--- config.mk ---
export PLATFORM = sky130hd
export DESIGN_NAME = stack_with_min_max_query
export DESIGN_NICKNAME = d
export VERILOG_FILES = /design/src/rtl/core/swmmq_pkg.sv /design/src/rtl/core/stack_with_min_max_query.sv /design/src/rtl/core/swmmq_mem.sv /design/src/rtl/core/swmmq_ctrl.sv
export SDC_FILE = /design/constraint.sdc
export NUM_CORES = 2
export LEC_CHECK = 0
export ABC_AREA = 1
export BUFFER_PORTS_ARGS = -buffer_cell sky130_fd_sc_hd__buf_4
export CAP_MARGIN = 20
export CORE_ASPECT_RATIO = 1.25
export CORE_UTILIZATION = 41
export CTS_CLUSTER_DIAMETER = 60
export DETAILED_ROUTE_END_ITERATION = 8
export PLACE_DENSITY = 0.67
export REMOVE_ABC_BUFFERS = 1
export SETUP_SLACK_MARGIN = 0.2
export SLEW_MARGIN = 10
export SYNTH_ARGS = -nofsm -noshare
export SYNTH_HDL_FRONTEND = slang
export SYNTH_SLANG_ARGS = --single-unit
--- constraint.sdc ---
create_clock -name clk -period 8.9 [get_ports clk]
set_clock_uncertainty 0.05 [all_clocks]
set_input_delay 0 -clock clk [delete_from_list [all_inputs] [get_ports clk]]
set_output_delay 0 -clock clk [all_outputs]
set_load 0.03 [all_outputs]
--- src/rtl/core/swmmq_pkg.sv ---
// Shared types and codes of the stack block.
`default_nettype none

package swmmq_pkg;

	localparam int unsigned DATA_W   = 32;
	localparam int unsigned FUNC_W   = 3;
	localparam int unsigned STATUS_W = 2;

	localparam logic [FUNC_W-1:0] FN_PUSH = 3'd0;
	localparam logic [FUNC_W-1:0] FN_POP  = 3'd1;
	localparam logic [FUNC_W-1:0] FN_PEEK = 3'd2;
	localparam logic [FUNC_W-1:0] FN_LIST = 3'd3;
	localparam logic [FUNC_W-1:0] FN_MAX  = 3'd4;
	localparam logic [FUNC_W-1:0] FN_MIN  = 3'd5;

	localparam logic [STATUS_W-1:0] SC_OK    = 2'd0;
	localparam logic [STATUS_W-1:0] SC_EMPTY = 2'd1;
	localparam logic [STATUS_W-1:0] SC_FULL  = 2'd2;

	typedef enum logic [1:0] {
		S_IDLE,
		S_FETCH,
		S_SCAN,
		S_PUT
	} swmmq_state_t;

endpackage

`default_nettype wire

--- src/rtl/core/stack_with_min_max_query.sv ---
// Top level of the LIFO stack with list, maximum and minimum queries.
//
// Input channel (in_valid/in_stall) carries one word: func and value.
// Output channel (out_valid/out_stall) carries words of status, result_value, last.
// Every func from push to min gives one or more output words; last marks the
// final one. Codes 6 and 7 are taken and give no output.
// Steps per input word, set by the registered read port of the stack memory
// and the sequencer scanning it one entry per cycle:
//   push, or any query on an empty stack: idle, put
//   pop, peek: idle, fetch, put
//   list: idle, then fetch and put for each entry
//   max, min: idle, scan of each entry, put
// Each output word is loaded into the output register in the put state.
// While the output is stalled the sequencer holds its pending word; it
// takes at most one more input word and then stalls its input. Reset
// clears the state, the entry count and the output valid flag; stored
// entries and the output data are not cleared.
`default_nettype none

module stack_with_min_max_query #(
	parameter int unsigned STACK_DEPTH = 32
) (
	input  wire logic                                 clk,
	input  wire logic                                 arst_n,
	input  wire logic                                 in_valid,
	output logic                                      in_stall,
	input  wire logic [swmmq_pkg::FUNC_W-1:0]         func,
	input  wire logic signed [swmmq_pkg::DATA_W-1:0]  value,
	output logic                                      out_valid,
	input  wire logic                                 out_stall,
	output logic [swmmq_pkg::STATUS_W-1:0]            status,
	output logic signed [swmmq_pkg::DATA_W-1:0]       result_value,
	output logic                                      last
);
	import swmmq_pkg::*;

	localparam int unsigned AW = (STACK_DEPTH > 1) ? $clog2(STACK_DEPTH) : 1;
	localparam int unsigned CW = $clog2(STACK_DEPTH + 1);

	logic                     wr_en;
	logic [AW-1:0]            wr_addr;
	logic signed [DATA_W-1:0] wr_data;
	logic [AW-1:0]            rd_addr;
	logic signed [DATA_W-1:0] rd_data;

	swmmq_ctrl #(
		.DEPTH (STACK_DEPTH),
		.AW    (AW),
		.CW    (CW)
	) u_ctrl (
		.clk        (clk),
		.arst_n     (arst_n),
		.in_valid   (in_valid),
		.in_stall   (in_stall),
		.in_func    (func),
		.in_value   (value),
		.out_valid  (out_valid),
		.out_stall  (out_stall),
		.out_status (status),
		.out_value  (result_value),
		.out_last   (last),
		.wr_en      (wr_en),
		.wr_addr    (wr_addr),
		.wr_data    (wr_data),
		.rd_addr    (rd_addr),
		.rd_data    (rd_data)
	);

	swmmq_mem #(
		.DEPTH (STACK_DEPTH),
		.AW    (AW)
	) u_mem (
		.clk     (clk),
		.wr_en   (wr_en),
		.wr_addr (wr_addr),
		.wr_data (wr_data),
		.rd_addr (rd_addr),
		.rd_data (rd_data)
	);

endmodule

`default_nettype wire

--- src/rtl/core/swmmq_mem.sv ---
// Stack storage: one write port, one read port with registered read data.
`default_nettype none

module swmmq_mem #(
	parameter int unsigned DEPTH = 32,
	parameter int unsigned AW    = 5
) (
	input  wire logic                               clk,
	input  wire logic                               wr_en,
	input  wire logic [AW-1:0]                      wr_addr,
	input  wire logic signed [swmmq_pkg::DATA_W-1:0] wr_data,
	input  wire logic [AW-1:0]                      rd_addr,
	output logic signed [swmmq_pkg::DATA_W-1:0]     rd_data
);
	import swmmq_pkg::*;

	logic signed [DATA_W-1:0] mem_q [DEPTH];

	always_ff @(posedge clk) begin
		if (wr_en) begin
			mem_q[wr_addr] <= wr_data;
		end
	end

	always_ff @(posedge clk) begin
		rd_data <= mem_q[rd_addr];
	end

endmodule

`default_nettype wire

--- src/rtl/core/swmmq_ctrl.sv ---
// Stack sequencer: entry count, scan and list walks, output register.
`default_nettype none

module swmmq_ctrl #(
	parameter int unsigned DEPTH = 32,
	parameter int unsigned AW    = 5,
	parameter int unsigned CW    = 6
) (
	input  wire logic                                 clk,
	input  wire logic                                 arst_n,
	input  wire logic                                 in_valid,
	output logic                                      in_stall,
	input  wire logic [swmmq_pkg::FUNC_W-1:0]         in_func,
	input  wire logic signed [swmmq_pkg::DATA_W-1:0]  in_value,
	output logic                                      out_valid,
	input  wire logic                                 out_stall,
	output logic [swmmq_pkg::STATUS_W-1:0]            out_status,
	output logic signed [swmmq_pkg::DATA_W-1:0]       out_value,
	output logic                                      out_last,
	output logic                                      wr_en,
	output logic [AW-1:0]                             wr_addr,
	output logic signed [swmmq_pkg::DATA_W-1:0]       wr_data,
	output logic [AW-1:0]                             rd_addr,
	input  wire logic signed [swmmq_pkg::DATA_W-1:0]  rd_data
);
	import swmmq_pkg::*;

	swmmq_state_t state_q, state_nx;

	logic [CW-1:0]            count_q;
	logic [AW-1:0]            idx_q;
	logic [FUNC_W-1:0]        op_q;
	logic                     first_q;
	logic signed [DATA_W-1:0] best_q;
	logic [STATUS_W-1:0]      pend_status_q;
	logic signed [DATA_W-1:0] pend_value_q;
	logic                     pend_last_q;
	logic                     out_valid_q;
	logic [STATUS_W-1:0]      out_status_q;
	logic signed [DATA_W-1:0] out_value_q;
	logic                     out_last_q;

	logic                     accept;
	logic                     is_empty;
	logic                     is_full;
	logic [CW-1:0]            cnt_dec;
	logic [AW-1:0]            top_idx;
	logic [AW-1:0]            idx_dec;
	logic                     idx_zero;
	logic                     out_free;
	logic                     out_load;
	logic                     better;
	logic signed [DATA_W-1:0] best_nx;

	assign accept   = in_valid && (state_q == S_IDLE);
	assign is_empty = (count_q == '0);
	assign is_full  = (count_q == CW'(DEPTH));
	assign cnt_dec  = count_q - CW'(1);
	assign top_idx  = cnt_dec[AW-1:0];
	assign idx_dec  = idx_q - AW'(1);
	assign idx_zero = (idx_q == '0);
	assign out_free = !out_valid_q || !out_stall;
	assign better   = (op_q == FN_MAX) ? (rd_data > best_q) : (rd_data < best_q);
	assign best_nx  = (first_q || better) ? rd_data : best_q;

	always_comb begin
		state_nx = state_q;
		unique case (state_q)
			S_IDLE: begin
				if (in_valid) begin
					case (in_func) inside
						FN_PUSH:                  state_nx = S_PUT;
						FN_POP, FN_PEEK, FN_LIST: state_nx = is_empty ? S_PUT : S_FETCH;
						FN_MAX, FN_MIN:           state_nx = is_empty ? S_PUT : S_SCAN;
						default:                  state_nx = S_IDLE;
					endcase
				end
			end
			S_FETCH: state_nx = S_PUT;
			S_SCAN: begin
				if (idx_zero) begin
					state_nx = S_PUT;
				end
			end
			S_PUT: begin
				if (out_free) begin
					state_nx = pend_last_q ? S_IDLE : S_FETCH;
				end
			end
			default: state_nx = S_IDLE;
		endcase
	end

	always_comb begin
		in_stall = 1'b1;
		wr_en    = 1'b0;
		rd_addr  = idx_q;
		out_load = 1'b0;
		unique case (state_q)
			S_IDLE: begin
				in_stall = 1'b0;
				wr_en    = accept && (in_func == FN_PUSH) && !is_full;
				rd_addr  = top_idx;
			end
			S_FETCH: rd_addr = idx_q;
			S_SCAN:  rd_addr = idx_dec;
			S_PUT: begin
				rd_addr  = idx_dec;
				out_load = out_free;
			end
			default: rd_addr = idx_q;
		endcase
	end

	assign wr_addr = count_q[AW-1:0];
	assign wr_data = in_value;

	always_ff @(posedge clk or negedge arst_n) begin
		if (!arst_n) begin
			state_q     <= S_IDLE;
			count_q     <= '0;
			out_valid_q <= 1'b0;
		end else begin
			state_q <= state_nx;
			if (accept && (in_func == FN_PUSH) && !is_full) begin
				count_q <= count_q + CW'(1);
			end else if (accept && (in_func == FN_POP) && !is_empty) begin
				count_q <= cnt_dec;
			end
			if (out_load) begin
				out_valid_q <= 1'b1;
			end else if (!out_stall) begin
				out_valid_q <= 1'b0;
			end
		end
	end

	always_ff @(posedge clk) begin
		case (state_q)
			S_IDLE: begin
				op_q         <= in_func;
				idx_q        <= top_idx;
				first_q      <= 1'b1;
				pend_value_q <= '0;
				pend_last_q  <= 1'b1;
				if (in_func == FN_PUSH) begin
					pend_status_q <= is_full ? SC_FULL : SC_OK;
				end else begin
					pend_status_q <= SC_EMPTY;
				end
			end
			S_FETCH: begin
				pend_status_q <= SC_OK;
				pend_value_q  <= rd_data;
				pend_last_q   <= (op_q != FN_LIST) || idx_zero;
			end
			S_SCAN: begin
				best_q  <= best_nx;
				first_q <= 1'b0;
				idx_q   <= idx_dec;
				if (idx_zero) begin
					pend_status_q <= SC_OK;
					pend_value_q  <= best_nx;
					pend_last_q   <= 1'b1;
				end
			end
			S_PUT: begin
				if (out_free && !pend_last_q) begin
					idx_q <= idx_dec;
				end
			end
			default: begin
				first_q <= 1'b1;
			end
		endcase
		if (out_load) begin
			out_status_q <= pend_status_q;
			out_value_q  <= pend_value_q;
			out_last_q   <= pend_last_q;
		end
	end

	assign out_valid  = out_valid_q;
	assign out_status = out_status_q;
	assign out_value  = out_value_q;
	assign out_last   = out_last_q;

endmodule

`default_nettype wire

* Yosys cells after proc, flatten, opt, wreduce, memory -nomap -nowiden
Memories as Yosys holds them, arrays and structs flattened. A register that Yosys moved wholly into a read port is not among the register bits.
Index checks and enable logic that the tools add are counted.
** Operators by class
- Add/subtract/negate cells :: 3
- Equality and inequality tests :: 16
- Muxes and demuxes :: 33
- $lt $le $gt $ge :: 2
- Reductions and logical operators :: 28
** Operator list (number)
- $pmux W32 S3 :: 1
- $mux W32 :: 2
- $gt A32 B32 Y1 :: 1
- $lt A32 B32 Y1 :: 1
- $pmux W5 S3 :: 2
- $mux W2 :: 10
- $mux W6 :: 2
- $mux W1 :: 11
- $eq A3 B3 Y1 const B :: 3
- $ne A2 B1 Y1 const B :: 4
- $pmux W2 S4 :: 1
- $add A6 B1 Y6 const B :: 1
- $eq A3 B2 Y1 const B :: 2
- $eq A6 B6 Y1 const B :: 1
- $logic_and A1 B1 Y1 :: 6
- $logic_not A6 Y1 :: 1
- $pmux W2 S3 :: 1
- $reduce_bool A3 Y1 :: 2
- $sub A6 B1 Y6 const B :: 1
- $logic_not A1 Y1 :: 5
- $logic_not A5 Y1 :: 1
- $mux W5 :: 1
- $sub A5 B1 Y5 const B :: 1
- $eq A2 B2 Y1 const B :: 2
- 14 further kinds :: 19
** Storage, ports and cells
- RAM bits :: 1024
- Input port bits :: 39
- Register bits after elaboration :: 120
- Memories :: 1
** Memory list
- u_mem.mem_q :: words 32, width 32, read ports 1, clocked after Yosys merged registers in 1, write ports 1, RTL line swmmq_mem.sv:17 : logic signed [DATA_W-1:0] mem_q [DEPTH];

* Depth between registers and ports, before layout
- Depth after elaboration :: 7
- Gate-level depth with buffers :: 21
- Depth with buffers taken out :: 20

* Cells and area by module
Synthesis repeated with hierarchy kept, for this count alone.
** Second synthesis, totals
- Cell total of the unflattened synthesis :: 4220
- Area total of the unflattened synthesis :: 49606.3 um2
** By module, submodules not included
- swmmq_mem :: cells each 3536, instances 1, seq. area each 31390.1 um2, area an instance 42405.7 um2
- swmmq_ctrl :: cells each 684, instances 1, seq. area each 3558.4 um2, area an instance 7200.7 um2

* Worst setup path after synthesis
Ideal clock, no wire load.
- Kind :: register -> register
- Start point :: register u_ctrl.state_q[0]
- End point :: memory u_mem.mem_q[19][0] (enable)
- Period minus slack after synthesis :: 4.289 ns
- Arrival time :: 3.778 ns
- Stages on the path, launching flop included :: 8
- Slack :: 4.611 ns
- Cells stage by stage :: dfrtp_1 inv_1 ha_1 buf_4 nand2_1 nor3_2 nand3_1 nor3_1
** On the way
- Cells in the longest elaborated chain, start to end :: 7
** Ends and longest elaborated chain
- start: declaration :: RTL line swmmq_ctrl.sv:28 : swmmq_state_t state_q, state_nx;
- start signal: assignment :: RTL line swmmq_ctrl.sv:124 : state_q <= state_nx;
- $logic_not A2 Y1 (*) :: RTL line swmmq_ctrl.sv:55, swmmq_ctrl.sv:99
- $logic_and A1 B1 Y1 :: RTL line swmmq_ctrl.sv:55 : assign accept = in_valid && (state_q == S_IDLE);
- $logic_and A1 B1 Y1 (2 in series) :: RTL line swmmq_ctrl.sv:102 : wr_en = accept && (in_func == FN_PUSH) && !is_full;
- $mux W1 (*) :: RTL line swmmq_ctrl.sv:99 : unique case (state_q)
- $mux W1 (*) :: RTL line swmmq_mem.sv:20 : if (wr_en) begin
- $mux W1 (not written as such) (*) :: RTL line swmmq_mem.sv:21 : mem_q[wr_addr] <= wr_data;
- end: declaration :: RTL line swmmq_mem.sv:17
Mark *: on every way between the ends. The rest lies on a longest branch, timed or not.

* Worst setup path after layout
- Start point :: register u_ctrl.state_q[0]
- End point :: register u_mem.rd_data[2] in the netlist's numbering, read port of u_mem.mem_q
** On the way
- Cells in the longest elaborated chain, start to end :: 3
- Elaborated cells on any way between the ends :: 6
- Those cells by class :: eq/ne (3); mux (1); reduce/logical (2)
** Ends and longest elaborated chain
- $eq A2 B2 Y1 :: RTL line swmmq_ctrl.sv:99
- $reduce_or A2 Y1 (no source line)
- $pmux W5 S3 (*) :: RTL line swmmq_ctrl.sv:99
- end: declaration :: RTL line swmmq_mem.sv:13 : output logic signed [swmmq_pkg::DATA_W-1:0] rd_data
Marked as above.
A chain may end at the register's enable or synchronous reset.

==> results <==
- The number of nets with antenna violations after detailed routing is 0.
- The length of the first detailed-routing pass in iterations is 5.
- The commonest cells after synthesis are 1135 x sky130_fd_sc_hd__edfxtp_1, 562 x sky130_fd_sc_hd__nor2_1, 286 x sky130_fd_sc_hd__nand2_1.
- The worst hold path terminates at u_ctrl.out_valid$_DFFE_PN0P_.
- Summing internal, switching and leakage power gives between 20 and 25 mW.
- After the last flow step, the layout net total stands at between 3000 and 4000.
- The fraction of layout cells with a size suffix above 1 is 0.0951.
- The worst hold path cell count is 4.
- The global routing met2 resource utilization is 0.345.
- The clock sink count is 1176.
- The H-tree depth reported by CTS is 3.
- The synthesized design contains 1176 register bits.
- The most used flip-flop cell after synthesis is sky130_fd_sc_hd__edfxtp_1.
- The detail-routed net length per standard cell is 23.8 um.
- In this run the tool buffered the top-level ports with 75 buffer cells.
- The count of maximum capacitance violations is 0.
- The HPWL after detailed placement is 58400 um.
- The full die area is ~120000 um^2.
- Wires add up to roughly 120000 um.
- For this run, the total global-route usage over all layers was measured as 0.208.
- Counting cells, the worst reg-to-reg path comes to 17.
- The clock tree from TritonCTS is done.
- The worst IR drop on VDD is between 0.5 and 0.6 mV.
- The met3 track utilization from global routing is 0.0314.
- The endpoint required time on the critical path is around 9.5 ns.
- In this run the worst path has a maximum fanout of ~130.
- Subtracting the final worst setup slack from the clock period gives ~4.9 ns.
- After clock tree synthesis, the clock-pin slew on the worst setup and hold paths is ~0.07 ns.
- For the worst setup path, the data arrival time is approximately 5.5 ns.
- The total number of yosys warnings is 0.
- The cell type with the highest aggregate area in the netlist is sky130_fd_sc_hd__edfxtp_1.
- The per-cell via count in the routed design is 5.71.
- The final antenna diode count is 0.
- After clock tree synthesis, the setup repair step added 0 buffers.
- The area share of the leading cell type in the synthesized netlist is 0.715.
- For this design the ratio of total power to cell area is between 400 and 500 nW/um^2.
- STA classifies the critical path startpoint as a register.
- The initial antenna violation count was 1.
- The total DRC errors in the routed layout is 0.
- The total core area is ~120000 um^2.
- The pin count of the biggest net entering global routing is between 200 and 250.
- The x dimension of the die is a little over 300 um.
- The final count of hold timing violations is 0.
- Setup repair after global routing left no endpoint under its margin.
- The later-pin clock latency in the skew report is around 0.73 ns.
- For this run the aggregate overflow at the end of global routing stands at 0.
- The wire length of the first global-routing pass is between 150000 and 200000 um.
- The post-synthesis async set-or-reset flop share is 0.00765.
- The reg-to-reg critical path startpoint is u_ctrl.state_q[0]$_DFFE_PN0P_.
- For the pin with the worst max-slew slack, the measured transition is approximately 1.2 ns.
- The flow ran to the end, and the final reports show no timing, DRC or antenna violations.
- The worst setup path is captured at a register.
- The area growth from synthesis to layout is 12.8%.
- The mean instance size in the synthesized netlist is roughly 13 um^2.
- The endpoint identified for the worst register-to-register timing path is u_mem.rd_data[2]$_DFF_P_.
- The critical path start-end classification is reg -> reg.
- The min-delay analysis places its worst path in the category in -> reg.
- The deepest clock path buffer count is 3.
- The minimum hold slack is 0.0604 ns.
- Setup violations remaining at the end of the flow were counted as 0.
- After global routing, the most crowded layer is met2.
- The global-route met1 utilization is 0.272.
- In this run the most critical hold path is launched from out_stall.
- The count of flip-flops with a built-in enable after synthesis is between 1000 and 1500.
- The floorplan has about 140 rows.
- The number of different library cells in the post-synthesis netlist is 47.
- In this run the tightest slew margin relative to its limit is 0.189.
- The initial detailed-routing violation count is ~3500.
- The register area share after synthesis is 0.733.
- The part of the cycle the worst path needs is 0.545.
- Synthesis handed over a netlist of roughly 3500 instances.
- Summed over all failing endpoints, the final setup total negative slack is 0 ns.
- The highest achievable clock rate is just over 200 MHz.
- The routed via count is ~30000.
- The number of buffers added by the clock tree synthesis step is ~110.
- Summed over all cells, the static leakage comes to 18.0 nW.
- 76 I/O pins were placed.
- By instance count, the leading cell after synthesis is sky130_fd_sc_hd__edfxtp_1.
- The via count of the first global-routing pass is ~29000.
- The initial utilization of the core area, before any placement, comes to 0.414.
- The final weighted congestion of routability-driven global placement is between 0.7 and 0.8.
- In this run the cell area of the synthesized design comes to 47700 um^2.
- The height of the chip is 383 um.
- The number of slew-limit violations in the final report is 0.
- The clock root buffer is sky130_fd_sc_hd__clkbuf_16.
- In the post-synthesis netlist, the biggest area contributors are sky130_fd_sc_hd__edfxtp_1 71%, sky130_fd_sc_hd__nor2_1 4.4%, sky130_fd_sc_hd__o21bai_1 4.0%.
- For flop-to-flop paths, the worst setup slack is 4.05 ns.
==> how the worst max path moves through the flow <==
stage | depth (start not counted) | slack (ns) | endpoint | from
6_report | 17 | 4.05 | u_mem.rd_data[2]$_DFF_P_ | u_ctrl.state_q[0]$_DFFE_PN0P_
5_1_grt | 16 | 3.67 | u_mem.rd_data[6]$_DFF_P_ | u_ctrl.state_q[0]$_DFFE_PN0P_
4_1_cts | 16 | 3.98 | u_mem.rd_data[6]$_DFF_P_ | u_ctrl.state_q[0]$_DFFE_PN0P_
3_5_place_dp | 16 | 4.01 | u_mem.rd_data[6]$_DFF_P_ | u_ctrl.state_q[0]$_DFFE_PN0P_
3_3_place_gp | 16 | 4.18 | u_mem.rd_data[3]$_DFF_P_ | u_ctrl.state_q[0]$_DFFE_PN0P_
2_1_floorplan | 13 | 0.38 | u_mem.rd_data[0]$_DFF_P_ | u_ctrl.state_q[0]$_DFFE_PN0P_
==> routing by layer <==
metal / routed length (um) / vias up
li1: - / 13400
met1: 49800 / 15000
met2: 60400 / 1261
met3: 9510 / 251
met4: 4700 / 0
met5: 0 / -
==> repair_timing <==
action,CTS,global route
hold endpoints to repair,1087,0
endpoints found under the setup margin,0,0
gates resized for setup,0,0
hold buffers,42,0
==> layout make-up <==
| class | count | area [um^2] |
|---|---|---|
| repair buffers | 175 | 1490 |
| clock buffers | 125 | 2780 |
| multi-input cells | 2010 | 11400 |
| clock inverters | 74 | 805 |
| fillers | 9922 | 61300 |
| flip-flops and latches | 1176 | 34900 |
| well taps | 1551 | 1940 |
| inverters | 109 | 432 |
==> cells by family (layout without fill, tap and decap cells) <==
family / count (synthesis) / after routing / synth area share
compound gates: 860 / 860 / 0.125
fa+ha+maj: 43 / 43 / 0.0113
simple gates: 1102 / 1102 / 0.0959
xor+xnor: 5 / 5 / 0.000918
flops: 1176 / 1176 / 0.733
buf+inv: 350 / 483 / 0.0337
==> critical path, stage by stage, from the launching register on <==
cell and delay [ns]:
sky130_fd_sc_hd__dfrtp_1 0.42, sky130_fd_sc_hd__inv_1 0.11, sky130_fd_sc_hd__ha_2 0.16, sky130_fd_sc_hd__buf_4 0.64, sky130_fd_sc_hd__inv_4 0.12, sky130_fd_sc_hd__nand2_8 0.12, sky130_fd_sc_hd__inv_2 0.05, sky130_fd_sc_hd__a21oi_1 0.12
sky130_fd_sc_hd__o21ai_1 0.12, sky130_fd_sc_hd__a22oi_2 0.19, sky130_fd_sc_hd__buf_12 0.59, sky130_fd_sc_hd__inv_4 0.61, sky130_fd_sc_hd__buf_4 0.62, sky130_fd_sc_hd__o311ai_0 0.29, sky130_fd_sc_hd__nand3_1 0.14, sky130_fd_sc_hd__nand2_1 0.15
sky130_fd_sc_hd__nand2_1 0.06, sky130_fd_sc_hd__nand2_1 0.06
==> state kept, by name, summed over array words and instances (netlist names) <==
signal,flops
u_ctrl.best_q,32
u_ctrl.count_q,6
u_ctrl.first_q,1
u_ctrl.idx_q,5
u_ctrl.op_q,3
u_ctrl.out_last,1
u_ctrl.out_status,2
u_ctrl.out_valid,1
u_ctrl.out_value,32
u_ctrl.pend_last_q,1
u_ctrl.pend_status_q,2
u_ctrl.pend_value_q,32
u_ctrl.state_q,2
u_mem.mem_q,1024
u_mem.rd_data,32
==> stage by stage <==
stage          instance area [um^2]  cells   util  worst slack [ns]
4_1_cts                       53800   5220  0.467              3.98
2_1_floorplan                 46500   3295      -             0.379
3_5_place_dp                  49800   4979  0.433              4.01
3_3_place_gp                  49800   4978  0.432              4.18
6_report                      53800   5220  0.467              4.05
5_1_grt                       53800   5220  0.467              3.67
==> where the power goes <==
group / internal, mW / switching [mW] / leakage, nW / total, mW
Sequential: 6.58 / 0.278 / 10.7 / 6.85
Combinational: 3.16 / 6.91 / 5.59 / 10.1
Clock: 2.68 / 2.03 / 1.75 / 4.71
==> cell usage in the layout (no fill, tap or decap), drive strengths merged, types with 2 or more instances in the layout <==
| master | n |
|---|---|
| nand2 | 290 |
| nand4 | 36 |
| dlygate4sd3 | 42 |
| a21oi | 55 |
| clkbuf | 125 |
| and2 | 32 |
| o21bai | 256 |
| inv | 111 |
| dfxtp | 32 |
| o211ai | 3 |
| xor2 | 4 |
| nand3 | 171 |
| nor2 | 562 |
| clkinvlp | 5 |
| a31oi | 2 |
| o21a | 2 |
| dfrtp | 9 |
| clkinv | 52 |
| o311ai | 257 |
| nor3 | 8 |
| ha | 43 |
| a22oi | 2 |
| edfxtp | 1135 |
| bufinv | 15 |
| buf | 133 |
| o21ai | 276 |
No activity file was read; power rests on OpenSTA's default activity.
